[config.mk]
export PLATFORM = sky130hd
export DESIGN_NAME = grid_min_path_cost_dp
export DESIGN_NICKNAME = d
export VERILOG_FILES = /design/src/rtl/core/gmp_pkg.sv /design/src/rtl/core/gmp_line_buf.sv /design/src/rtl/core/gmp_pos_ctrl.sv /design/src/rtl/core/gmp_acs.sv /design/src/rtl/core/grid_min_path_cost_dp.sv
export VERILOG_INCLUDE_DIRS = /design/src /design/src/rtl/core
export SDC_FILE = /design/constraint.sdc
export NUM_CORES = 1
export LEC_CHECK = 0
export BUFFER_PORTS_ARGS = -buffer_cell sky130_fd_sc_hd__buf_2
export CAP_MARGIN = 20
export CORE_MARGIN = 2
export CORE_UTILIZATION = 25
export DETAILED_ROUTE_END_ITERATION = 6
export SLEW_MARGIN = 30
export SYNTH_ARGS = -nofsm -noshare
export SYNTH_HDL_FRONTEND = slang
export SYNTH_HIERARCHICAL = 1
export SYNTH_SLANG_ARGS = --single-unit
[constraint.sdc]
create_clock -name i_clk -period 12.1 [get_ports i_clk]
set_input_delay 1.21 -clock i_clk [delete_from_list [all_inputs] [get_ports i_clk]]
set_output_delay 1.21 -clock i_clk [all_outputs]
set_load 0.01 [all_outputs]
[src/rtl/core/grid_min_path_cost_dp_assert.svh]
// ---------------------------------------------------------------------------
// grid_min_path_cost_dp assertion macros
// shared concurrent assertion forms used by the grid path cost core
// ---------------------------------------------------------------------------
`ifndef GRID_MIN_PATH_COST_DP_ASSERT_SVH
`define GRID_MIN_PATH_COST_DP_ASSERT_SVH

// same-cycle implication, checked outside reset
`define GMP_ASSERT_IMPLY(lbl, clk, rst_n, ante, cons) \
    lbl: assert property (@(posedge clk) disable iff (!rst_n) (ante) |-> (cons)) \
        else $error("gmp assertion failed: same-cycle implication");

// next-cycle implication, checked outside reset
`define GMP_ASSERT_NEXT(lbl, clk, rst_n, ante, cons) \
    lbl: assert property (@(posedge clk) disable iff (!rst_n) (ante) |=> (cons)) \
        else $error("gmp assertion failed: next-cycle implication");

`endif

[src/rtl/core/gmp_pkg.sv]
// ---------------------------------------------------------------------------
// gmp_pkg
// types, codes and helpers shared by the grid path cost core
// ---------------------------------------------------------------------------
package gmp_pkg;

    localparam int COST_W   = 16;
    localparam int WEIGHT_W = 8;
    localparam int FROM_W   = 2;
    localparam int CFG_W    = 7;
    localparam int CFG_IDX_W = 1;
    localparam int SIZE_W   = 13;

    // predecessor codes
    localparam logic [FROM_W-1:0] FROM_LEFT  = 2'd0;
    localparam logic [FROM_W-1:0] FROM_BELOW = 2'd1;
    localparam logic [FROM_W-1:0] FROM_START = 2'd2;

    // register indexes
    localparam logic [CFG_IDX_W-1:0] CFG_NUM_ROWS = 1'b0;
    localparam logic [CFG_IDX_W-1:0] CFG_NUM_COLS = 1'b1;

    localparam logic [CFG_W-1:0] SIZE_RESET = 7'd10;

    typedef struct packed {
        logic first_row;
        logic first_col;
        logic last;
    } t_pos_info;

    // sizes below 2 count as 2, above the maximum count as the maximum
    function automatic logic [SIZE_W-1:0] clamp_size(input logic [CFG_W-1:0] v,
                                                     input logic [SIZE_W-1:0] maxv);
        logic [SIZE_W-1:0] w;
        begin
            w = {{(SIZE_W-CFG_W){1'b0}}, v};
            if (w < SIZE_W'(2)) begin
                clamp_size = SIZE_W'(2);
            end else if (w > maxv) begin
                clamp_size = maxv;
            end else begin
                clamp_size = w;
            end
        end
    endfunction

endpackage

[src/rtl/core/gmp_line_buf.sv]
// ---------------------------------------------------------------------------
// gmp_line_buf
// line buffer holding the lower row's costs, one read and one write port
// ---------------------------------------------------------------------------
module gmp_line_buf #(
    parameter int DEPTH = 64,
    parameter int AW    = 6
) (
    input  logic                      i_clk,
    input  logic                      i_rd_en,
    input  logic [AW-1:0]             i_rd_addr,
    output logic [gmp_pkg::COST_W-1:0] o_rd_data,
    input  logic                      i_wr_en,
    input  logic [AW-1:0]             i_wr_addr,
    input  logic [gmp_pkg::COST_W-1:0] i_wr_data
);

    logic [gmp_pkg::COST_W-1:0] r_mem [DEPTH];
    logic [gmp_pkg::COST_W-1:0] r_rd_data;

    always_ff @(posedge i_clk) begin
        if (i_wr_en) begin
            r_mem[i_wr_addr] <= i_wr_data;
        end
    end

    // read data held until the next read
    always_ff @(posedge i_clk) begin
        if (i_rd_en) begin
            r_rd_data <= r_mem[i_rd_addr];
        end
    end

    assign o_rd_data = r_rd_data;

endmodule

[src/rtl/core/gmp_pos_ctrl.sv]
// ---------------------------------------------------------------------------
// gmp_pos_ctrl
// grid size registers and row/column position tracking
// ---------------------------------------------------------------------------
module gmp_pos_ctrl #(
    parameter int MAX_COLS = 64,
    parameter int MAX_ROWS = 64,
    parameter int CPW = 6,
    parameter int RPW = 6,
    parameter int CCW = 7,
    parameter int RCW = 7
) (
    input  logic                          i_clk,
    input  logic                          i_rst_n,
    input  logic                          i_cfg_we,
    input  logic [gmp_pkg::CFG_IDX_W-1:0] i_cfg_index,
    input  logic [gmp_pkg::CFG_W-1:0]     i_cfg_data,
    input  logic                          i_advance,
    output logic [CPW-1:0]                o_col,
    output gmp_pkg::t_pos_info            o_info
);

    logic [CPW-1:0] r_col, n_col;
    logic [RPW-1:0] r_row, n_row;
    logic [CCW-1:0] r_cols;
    logic [RCW-1:0] r_rows;
    logic           end_col;
    logic           end_row;

    always_ff @(posedge i_clk) begin
        if (!i_rst_n) begin
            r_rows <= RCW'(gmp_pkg::clamp_size(gmp_pkg::SIZE_RESET,
                                               gmp_pkg::SIZE_W'(MAX_ROWS)));
            r_cols <= CCW'(gmp_pkg::clamp_size(gmp_pkg::SIZE_RESET,
                                               gmp_pkg::SIZE_W'(MAX_COLS)));
        end else if (i_cfg_we) begin
            case (i_cfg_index)
                gmp_pkg::CFG_NUM_ROWS: begin
                    r_rows <= RCW'(gmp_pkg::clamp_size(i_cfg_data,
                                                       gmp_pkg::SIZE_W'(MAX_ROWS)));
                end
                gmp_pkg::CFG_NUM_COLS: begin
                    r_cols <= CCW'(gmp_pkg::clamp_size(i_cfg_data,
                                                       gmp_pkg::SIZE_W'(MAX_COLS)));
                end
                default: begin
                end
            endcase
        end
    end

    // a position at or past the last one counts as the last
    assign end_col = ((CCW'(r_col) + CCW'(1)) >= r_cols);
    assign end_row = ((RCW'(r_row) + RCW'(1)) >= r_rows);

    always_comb begin
        n_col = r_col;
        n_row = r_row;
        if (i_advance) begin
            if (end_col) begin
                n_col = '0;
                n_row = end_row ? '0 : r_row + RPW'(1);
            end else begin
                n_col = r_col + CPW'(1);
            end
        end
    end

    always_ff @(posedge i_clk) begin
        if (!i_rst_n) begin
            r_col <= '0;
            r_row <= '0;
        end else begin
            r_col <= n_col;
            r_row <= n_row;
        end
    end

    assign o_col            = r_col;
    assign o_info.first_row = (r_row == '0);
    assign o_info.first_col = (r_col == '0);
    assign o_info.last      = end_col && end_row;

endmodule

[src/rtl/core/gmp_acs.sv]
// ---------------------------------------------------------------------------
// gmp_acs
// saturating add-compare-select for one grid cell
// ---------------------------------------------------------------------------
module gmp_acs (
    input  logic [gmp_pkg::COST_W-1:0]   i_left_cost,
    input  logic [gmp_pkg::COST_W-1:0]   i_below_cost,
    input  logic [gmp_pkg::WEIGHT_W-1:0] i_right_weight,
    input  logic [gmp_pkg::WEIGHT_W-1:0] i_down_weight,
    input  gmp_pkg::t_pos_info           i_info,
    output logic [gmp_pkg::COST_W-1:0]   o_cost,
    output logic [gmp_pkg::FROM_W-1:0]   o_came_from
);

    logic [gmp_pkg::COST_W:0]   sum_left;
    logic [gmp_pkg::COST_W:0]   sum_below;
    logic [gmp_pkg::COST_W-1:0] via_left;
    logic [gmp_pkg::COST_W-1:0] via_below;

    assign sum_left  = {1'b0, i_left_cost}
                     + {{(gmp_pkg::COST_W-gmp_pkg::WEIGHT_W+1){1'b0}}, i_right_weight};
    assign sum_below = {1'b0, i_below_cost}
                     + {{(gmp_pkg::COST_W-gmp_pkg::WEIGHT_W+1){1'b0}}, i_down_weight};

    // saturate at all ones
    assign via_left  = sum_left[gmp_pkg::COST_W]  ? '1 : sum_left[gmp_pkg::COST_W-1:0];
    assign via_below = sum_below[gmp_pkg::COST_W] ? '1 : sum_below[gmp_pkg::COST_W-1:0];

    always_comb begin
        if (i_info.first_row && i_info.first_col) begin
            o_cost      = '0;
            o_came_from = gmp_pkg::FROM_START;
        end else if (i_info.first_row) begin
            o_cost      = via_left;
            o_came_from = gmp_pkg::FROM_LEFT;
        end else if (i_info.first_col) begin
            o_cost      = via_below;
            o_came_from = gmp_pkg::FROM_BELOW;
        end else if (via_left < via_below) begin
            o_cost      = via_left;
            o_came_from = gmp_pkg::FROM_LEFT;
        end else begin
            // ties go to below
            o_cost      = via_below;
            o_came_from = gmp_pkg::FROM_BELOW;
        end
    end

endmodule

[src/rtl/core/grid_min_path_cost_dp.sv]
// ---------------------------------------------------------------------------
// grid_min_path_cost_dp
// streaming minimal path cost through a rows-by-columns grid
// ---------------------------------------------------------------------------
// Cells arrive bottom row first, left to right within a row, one transaction
// per cell; each cell yields one result transaction with its minimal path
// cost from the bottom-left start, the direction the path came from, and a
// last flag on the top-right cell. The core takes one cell per clock when the
// output side keeps up; a result leaves stage one for the output register. The
// rate is set by the line buffer, a single memory of MAX_COLS entries with one
// read and one write per cycle: the read of the lower row's cost is issued as
// the cell is accepted, and the add-compare-select result is written back as
// it moves into the output register. Consecutive cells always sit in different
// columns, so the read and write of one cycle never meet at the same entry.
// The line buffer has no clearing pass; every entry used was written by the
// row below. Grid size registers are to be written only while the core is idle
// (not enforced by the core itself) and take effect on the next cell.
// ---------------------------------------------------------------------------
module grid_min_path_cost_dp #(
    parameter int MAX_COLS = 64,
    parameter int MAX_ROWS = 64
) (
    input  logic                            i_clk,
    input  logic                            i_rst_n,
    // configuration
    input  logic                            i_cfg_valid,
    output logic                            o_cfg_ready,
    input  logic [gmp_pkg::CFG_IDX_W-1:0]   i_cfg_index,
    input  logic [gmp_pkg::CFG_W-1:0]       i_cfg_data,
    // cell input
    input  logic                            i_in_valid,
    output logic                            o_in_ready,
    input  logic [gmp_pkg::WEIGHT_W-1:0]    i_right_weight,
    input  logic [gmp_pkg::WEIGHT_W-1:0]    i_down_weight,
    // result output
    output logic                            o_out_valid,
    input  logic                            i_out_ready,
    output logic [gmp_pkg::COST_W-1:0]      o_path_cost,
    output logic [gmp_pkg::FROM_W-1:0]      o_came_from,
    output logic                            o_last
);

`include "grid_min_path_cost_dp_assert.svh"

    // column index, row index and size count widths
    localparam int CPW = (MAX_COLS > 1) ? $clog2(MAX_COLS) : 1;
    localparam int RPW = (MAX_ROWS > 1) ? $clog2(MAX_ROWS) : 1;
    localparam int CCW = $clog2(MAX_COLS + 1);
    localparam int RCW = $clog2(MAX_ROWS + 1);

    logic                        in_acc;
    logic                        s1_adv;
    logic [CPW-1:0]              cur_col;
    gmp_pkg::t_pos_info          cur_info;
    logic [gmp_pkg::COST_W-1:0]  below_cost;
    logic [gmp_pkg::COST_W-1:0]  cell_cost;
    logic [gmp_pkg::FROM_W-1:0]  cell_from;

    // stage one: cell waiting on the line buffer read
    logic                           r_s1_valid;
    logic [gmp_pkg::WEIGHT_W-1:0]   r_s1_rw;
    logic [gmp_pkg::WEIGHT_W-1:0]   r_s1_dw;
    logic [CPW-1:0]                 r_s1_col;
    gmp_pkg::t_pos_info             r_s1_info;

    // cost of the cell to the left
    logic [gmp_pkg::COST_W-1:0]     r_left;

    // output register
    logic                           r_out_valid;
    logic [gmp_pkg::COST_W-1:0]     r_out_cost;
    logic [gmp_pkg::FROM_W-1:0]     r_out_from;
    logic                           r_out_last;

    // configuration writes are always taken
    assign o_cfg_ready = 1'b1;

    // stage one moves on when the output register is empty or draining
    assign s1_adv     = r_s1_valid && (!r_out_valid || i_out_ready);
    assign o_in_ready = !r_s1_valid || s1_adv;
    assign in_acc     = i_in_valid && o_in_ready;

    gmp_pos_ctrl #(
        .MAX_COLS (MAX_COLS),
        .MAX_ROWS (MAX_ROWS),
        .CPW      (CPW),
        .RPW      (RPW),
        .CCW      (CCW),
        .RCW      (RCW)
    ) u_pos (
        .i_clk       (i_clk),
        .i_rst_n     (i_rst_n),
        .i_cfg_we    (i_cfg_valid && o_cfg_ready),
        .i_cfg_index (i_cfg_index),
        .i_cfg_data  (i_cfg_data),
        .i_advance   (in_acc),
        .o_col       (cur_col),
        .o_info      (cur_info)
    );

    // lower row costs: read at accept, written when the cell leaves stage one
    gmp_line_buf #(
        .DEPTH (MAX_COLS),
        .AW    (CPW)
    ) u_line (
        .i_clk     (i_clk),
        .i_rd_en   (in_acc),
        .i_rd_addr (cur_col),
        .o_rd_data (below_cost),
        .i_wr_en   (s1_adv),
        .i_wr_addr (r_s1_col),
        .i_wr_data (cell_cost)
    );

    always_ff @(posedge i_clk) begin
        if (!i_rst_n) begin
            r_s1_valid <= 1'b0;
        end else if (in_acc) begin
            r_s1_valid <= 1'b1;
        end else if (s1_adv) begin
            r_s1_valid <= 1'b0;
        end
    end

    always_ff @(posedge i_clk) begin
        if (in_acc) begin
            r_s1_rw   <= i_right_weight;
            r_s1_dw   <= i_down_weight;
            r_s1_col  <= cur_col;
            r_s1_info <= cur_info;
        end
    end

    gmp_acs u_acs (
        .i_left_cost    (r_left),
        .i_below_cost   (below_cost),
        .i_right_weight (r_s1_rw),
        .i_down_weight  (r_s1_dw),
        .i_info         (r_s1_info),
        .o_cost         (cell_cost),
        .o_came_from    (cell_from)
    );

    // left cost follows the cell that just finished
    always_ff @(posedge i_clk) begin
        if (!i_rst_n) begin
            r_left <= '0;
        end else if (s1_adv) begin
            r_left <= cell_cost;
        end
    end

    always_ff @(posedge i_clk) begin
        if (!i_rst_n) begin
            r_out_valid <= 1'b0;
        end else if (s1_adv) begin
            r_out_valid <= 1'b1;
        end else if (i_out_ready) begin
            r_out_valid <= 1'b0;
        end
    end

    always_ff @(posedge i_clk) begin
        if (s1_adv) begin
            r_out_cost <= cell_cost;
            r_out_from <= cell_from;
            r_out_last <= r_s1_info.last;
        end
    end

    assign o_out_valid = r_out_valid;
    assign o_path_cost = r_out_cost;
    assign o_came_from = r_out_from;
    assign o_last      = r_out_last;

    // read and write of the line buffer never hit the same entry together
    `GMP_ASSERT_IMPLY(a_no_rw_collide, i_clk, i_rst_n, in_acc && s1_adv, cur_col != r_s1_col)
    // a stalled cell in stage one is kept
    `GMP_ASSERT_NEXT(a_s1_kept, i_clk, i_rst_n, r_s1_valid && !s1_adv, r_s1_valid)
    // the start cell always costs nothing
    `GMP_ASSERT_IMPLY(a_start_zero, i_clk, i_rst_n, r_out_valid && (r_out_from == gmp_pkg::FROM_START), r_out_cost == '0)
    // the top-right cell is never the start cell
    `GMP_ASSERT_IMPLY(a_last_not_start, i_clk, i_rst_n, r_out_valid && r_out_last, r_out_from != gmp_pkg::FROM_START)

endmodule
==> results_dict.tcl, run 1 <==
set metrics [dict create \
    crit_type "reg -> reg" \
    crit_fanout 41 \
    grtUsageMet2_pct 19.34 \
    syn_area_per_cell_um2 19.04 \
    wire_per_inst_um 22.21 \
    synth_top_family_by_area "multiplexers" \
    firstDrtPassIters 5 \
    postRouteAntennaNets 0 \
    slew_headroom_pct 29.44 \
    power_frac_clock_pct 39.9 \
    crit_buf_inv 2 \
    fin_nets 2619 \
    fin_ws_ns 5.550 \
    htreeDepth 3 \
    most-common-layout-cells "edfxtp_1, mux4_2, nand2_1" \
    vias 23450 \
    status "finished clean" \
    drc 0 \
    cts_hold_buffers 0 \
    grt_pass1_wl_um 161500 \
    clock_path_buffers 3 \
    synth_nets 2481 \
    clk_pin_slew_ns 0.06 \
    hpwl_um 64790 \
    synth-adder-area-share_pct 1.428 \
    die_y_um 431.7 \
    hold_depth 0 \
    slew_violations 0 \
    period_needed_ns 6.550 \
    ys_top_cells_by_area "edfxtp_1, mux4_2, mux2i_1" \
    dp_slack_ns 5.555 \
    rsz0062_at_grt "false" \
    muxShareOfSynthArea_pct 14.45 \
    yosysWarnings 6 \
    cts_resized 0 \
    yosysSeqAreaShare_pct 73.12 \
    numCtsBuffers 112 \
    antenna_found_initial 3 \
    area_delta_synth_final_pct 15.52 \
    cts_tree "built" \
    post_cts_buffers 0 \
    vias_per_cell 4.689 \
    ys.flop_type "edfxtp_1" \
    start_kind "register" \
    synth.distinct_cells 83 \
    end_kind "register" \
    cap_viol_max_count 0 \
    cts.root.buffer_cell "clkbuf_16" \
    synth_top_area_share_pct 71.19 \
    hp-start "r_s1_info[0]" \
    pin_count 51 \
    fin_worst_skew_ns 0.04793 \
    grt_usage_pct 11.66 \
    leakage_nw 16.41 \
    p_seq_share_pct 51.8 \
    hold_viol_final 0 \
    total_power_mw 8.670 \
    cp_slowest_stage_delay_ns 0.83 \
    cp_cell_sequence "ha_1 > fa_1 > a211oi_1 > o21ai_0 > a31oi_1 > nor2_1 > nor2_1 > ha_1 > a2111oi_0 > o21ai_0 > o41a_1 > o21ai_4 > buf_4 > mux2i_4 > buf_4" \
    syn-cell-area_um2 45720 \
    synth_xor_area_share_pct 0.3640 \
    core-area_um2 181300 \
    internal_power_mw 6.695 \
    cp.required_ns 12.53 \
    met3_usage_pct 2.056 \
    drive_above_1_share_pct 22.95 \
    ys_seq_elements 1128 \
    worstReg2RegStart "r_s1_dw[0]" \
    worst_pin_slew_ns 1.058 \
    synth_top_area_cell "edfxtp_1" \
    cp.arrival_ns 6.98 \
    synth_simple_gate_area_share_pct 4.428 \
    cts_sinks 1128 \
    vdd_drop_max_v 0.0001096 \
    drtIter0Drc 2193 \
    switching_share_pct 22.78 \
    period_share_pct 54.13 \
    whs_endpoint "o_last" \
    layout_commonest_cell "edfxtp_1" \
    grt.met1_usage_pct 15.83 \
    row_count 156 \
    synth_cells 2401 \
    fmax_mhz 152.7 \
    synth_edf_count 1084 \
    globalplace.congestion 0.8027 \
    grt_pass1_vias 23060 \
    async_flop_share_pct 0 \
    die_w_um 431.7 \
    power_density_nw_per_um2 164.1 \
    grt_start_max_net_pins 107 \
    grt_busiest_layer "met2" \
    path_delay_family "compound AO/OA/AOI/OAI gates" \
    pwr-share-comb_pct 8.3 \
    r2r_cells 15 \
    port_buffers 49 \
    crit_slowest_cell "mux2i_4" \
    grt-ovfl-total 0 \
    dieArea_um2 186300 \
    clock_latency_ns 0.72 \
    fin_tns_setup_ns 0 \
    finalSetupViolations 0 \
    synth_compound_area_share_pct 4.072 \
    reg2reg_slack_ns 5.55 \
    r2r-end "u_line/r_mem[20][12]" \
    hp-class "reg -> reg" \
    initial_core_util_pct 25.21 \
    p_sw_mw 1.975 \
    wl_um 111100 \
]
power by group through the flow:
stage	combinational [mW]	clock (mW)	sequential (mW)
after floorplan	0.478	0	4.57
after global placement	0.720	0	4.57
after detailed placement	0.733	0	4.57
after CTS	0.732	3.53	4.49
after global routing	0.788	3.68	4.49
final	0.723	3.46	4.49
registers in the layout (all words and copies together), names as in the netlist, 2 cells and up:
register / flops
r_s1_col: 6
u_pos/o_col: 6
o_path_cost: 16
u_pos/r_row: 6
u_pos/r_rows: 7
r_s1_info: 3
u_pos/r_cols: 7
r_s1_rw: 8
u_line/r_mem: 1024
r_s1_dw: 8
o_came_from: 2
r_left: 16
u_line/o_rd_data: 16
worst reg2reg max path: stages, from the launching register on:
cell and delay [ns]:
edfxtp_1 0.37, ha_1 0.24, fa_1 0.44, a211oi_1 0.32, o21ai_0 0.20, a31oi_1 0.59, nor2_1 0.32, nor2_1 0.31
ha_1 0.29, a2111oi_0 0.42, o21ai_0 0.17, o41a_1 0.40, o21ai_4 0.38, buf_4 0.46, mux2i_4 0.84, buf_4 0.52
synthesized netlist by cell type (all sizes together) (28+ instances only):
cell,count
a21oi,47
a22oi,39
buf,86
clkbuf,41
dfxtp,44
edfxtp,1084
ha,49
inv,29
mux2,28
mux2i,123
mux4,224
nand2,139
nand3,46
nor2,112
nor2b,36
o21ai,30
layout make-up:
class | instances | area (um2)
timing repair buffer | 151 | 1071
antenna | 3 | 7.507
fill | 17590 | 128500
multi-input combinational | 1117 | 11580
tap | 2370 | 2965
sequential | 1128 | 33450
inverter | 29 | 108.9
clock inverter | 60 | 699.4
clock buffer | 143 | 2940
worst max-delay path by stage:
stage                     slack [ns]       start  cells after the start                   end
after floorplan                 5.87  r_s1_dw[0]                     14       o_path_cost[10]
after global placement          5.75  r_s1_dw[0]                     15  u_line/r_mem[18][13]
after global routing            5.11  r_s1_dw[0]                     15  u_line/r_mem[20][12]
final                           5.55  r_s1_dw[0]                     15  u_line/r_mem[20][12]
after CTS                       5.57  r_s1_dw[0]                     15  u_line/r_mem[23][13]
after detailed placement        5.56  r_s1_dw[0]                     15  u_line/r_mem[18][13]
stage by stage:
stage	area, um2	utilization [%]	cells	hold slack (ns)
after global placement	49090	27.07	4791	0.4061
after global routing	52810	29.12	4998	0.4520
final	52820	29.13	5001	0.4250
after floorplan	45720	-	2401	0.4003
after CTS	52760	29.10	4996	0.4308
after detailed placement	49120	27.09	4793	0.4156
kinds of logic after synthesis:
group                      after synthesis
and+or+nand+nor                        417
DFF                                   1128
other                                    1
xor gates and xnor gates                19
AOI/OAI and AO/OA                      254
muxes                                  375
adders and majority gates               51
buffers and inverters                  156
routing by layer:
metal	vias to the layer above	part of all wire [%]
met4	0	1.7
met5	-	0
li1	10080	-
met2	773	49
met3	134	6.3
met1	12460	43
(Power assumes the default switching activity.)
==> inputs of run 2 (changes only) <==
==> constraint.sdc (replaced) <==
create_clock -name i_clk -period 5.4 [get_ports i_clk]
set_input_delay 0.54 -clock i_clk [delete_from_list [all_inputs] [get_ports i_clk]]
set_output_delay 0.54 -clock i_clk [all_outputs]
set_load 0.01 [all_outputs]
==> run 2 against run 1 <==
Sequential share of layout area is 0.97 points lower. Via count is 5.0% higher. Design area is 1.6% higher. Worst setup slack worse by 5.3 ns. Critical path depth is 2 higher. Highest routed layer is now met5.
==> results_dict.tcl, run 2 (synthesized netlist as in run 1, its figures left out) <==
set metrics [dict create \
    drive_above_1_share_pct 25.40 \
    leakage_nw 16.89 \
    grt_pass1_wl_um 179700 \
    crit_slowest_cell "mux2i_4" \
    fin_cells 5091 \
    row_count 156 \
    vdd_drop_max_v 0.0002646 \
    final_area_um2 53640 \
    initial_core_util_pct 25.21 \
    total_power_mw 19.27 \
    crit_type "reg -> reg" \
    rsz0062_at_grt "false" \
    antenna_found_initial 4 \
    layout_commonest_cell "edfxtp_1" \
    finalSetupViolations 0 \
    vias 24620 \
    numCtsBuffers 110 \
    fin_worst_skew_ns 0.03333 \
    drc 0 \
    worst_pin_slew_ns 1.052 \
    clock_path_buffers 3 \
    fin_tns_setup_ns 0 \
    power_density_nw_per_um2 359.3 \
    grt_pass1_vias 24010 \
    hp-class "in -> reg" \
    clk_pin_slew_ns 0.06 \
    period_share_pct 94.99 \
    dp_slack_ns 0.3537 \
    vias_per_cell 4.836 \
    grt_usage_pct 13.48 \
    worst_hold_slack_ns 0.03618 \
    fillers 17590 \
    hold_viol_final 0 \
    fmax_mhz 195.0 \
    crit_top_cell "nor2_1" \
    port_buffers 49 \
    largest_reg_flops 1024 \
    slew_headroom_pct 29.10 \
    die_y_um 431.7 \
    most-common-layout-cells "edfxtp_1, mux4_2, buf_4" \
    post-route-util_pct 29.58 \
    post_cts_buffers 0 \
    slew_violations 0 \
    start_kind "register" \
    fin_nets 2708 \
    grt-ovfl-total 0 \
    cts_sinks 1128 \
    die_w_um 431.7 \
    fin_ws_ns 0.2707 \
    hpwl_um 79940 \
    area_delta_synth_final_pct 17.32 \
    cp_slowest_stage_delay_ns 0.63 \
    cap_viol_max_count 0 \
    cts_resized 0 \
    cp.required_ns 5.93 \
    wl_um 128900 \
    wire_per_inst_um 25.32 \
    postRouteAntennaNets 0 \
    crit_fanout 29 \
    clock_latency_ns 0.71 \
    dieArea_um2 186300 \
    status "finished clean" \
    cp.arrival_ns 5.66 \
    drtIter0Drc 2935 \
    globalplace.congestion 0.8358 \
    htreeDepth 3 \
    pin_count 51 \
    placed_cell_area_um2 50040 \
    period_needed_ns 5.129 \
    largest-register "u_line/r_mem" \
    cp_cell_sequence "ha_1 > fa_1 > a211oi_1 > o21ai_0 > a31oi_1 > nor2_1 > buf_4 > nor2_1 > ha_1 > a211oi_1 > nor2_1 > o311a_1 > o41a_1 > o21ai_4 > buf_12 > mux2i_4 > buf_12" \
    end_kind "register" \
    cts_tree "built" \
    firstDrtPassIters 5 \
    grt_start_max_net_pins 67 \
    cts.root.buffer_cell "clkbuf_16" \
    place_inst 4873 \
    core-area_um2 181300 \
]
[run 2: area by class of cell]
cell class                 instances  area [um2]  share of cell area, %
timing repair buffer             242        2085                  3.886
multi-input combinational       1117       11570                  21.57
clock buffer                     141        2930                  5.463
inverter                          29       108.9                 0.2029
tap                             2370        2965                  5.528
clock inverter                    60       526.8                 0.9820
sequential                      1128       33450                  62.35
antenna                            4       10.01                0.01866
[run 2: per-layer routing]
metal	vias to the layer above	GRT usage [%]	part of all wire, %
li1	10270	-	-
met1	13120	17.74	41
met2	1039	22.20	48
met3	200	3.020	7.9
met4	2	3.972	2.9
met5	-	0	0.014
[run 2: path summary, 6_finish.rpt]
kind | startpoint | to | slack, ns | cells past startpoint
setup / recovery | r_s1_dw[0] | u_line/r_mem[44][14] | 0.27 | 17
hold / removal | i_right_weight[6] | r_s1_rw[6] | 0.04 | 1
setup reg to reg | r_s1_dw[0] | u_line/r_mem[44][14] | 0.27 | 17
hold reg to reg | u_pos/r_cols[0] | u_pos/r_cols[0] | 0.47 | 2
[run 2: power by group]
part / internal [mW] / switching [mW]
clock: 4.17 / 3.31
sequential: 9.97 / 0.0836
combinational: 0.664 / 1.08
[run 2: what timing repair did]
item                                    in CTS  in global routing
hold endpoints to repair                    13                  0
hold buffers                                13                  0
endpoints found under the setup margin       0                  0
[run 2: critical path: cells and delay by family (launching register included)]
family	cells	cell delay, ns
AO/OA/AOI/OAI	7	1.83
adder cells (fa/ha/maj)	3	0.98
buffers and inverters	3	0.64
multiplexers	1	0.63
AND/OR/NAND/NOR	3	0.44
flip-flops	1	0.39
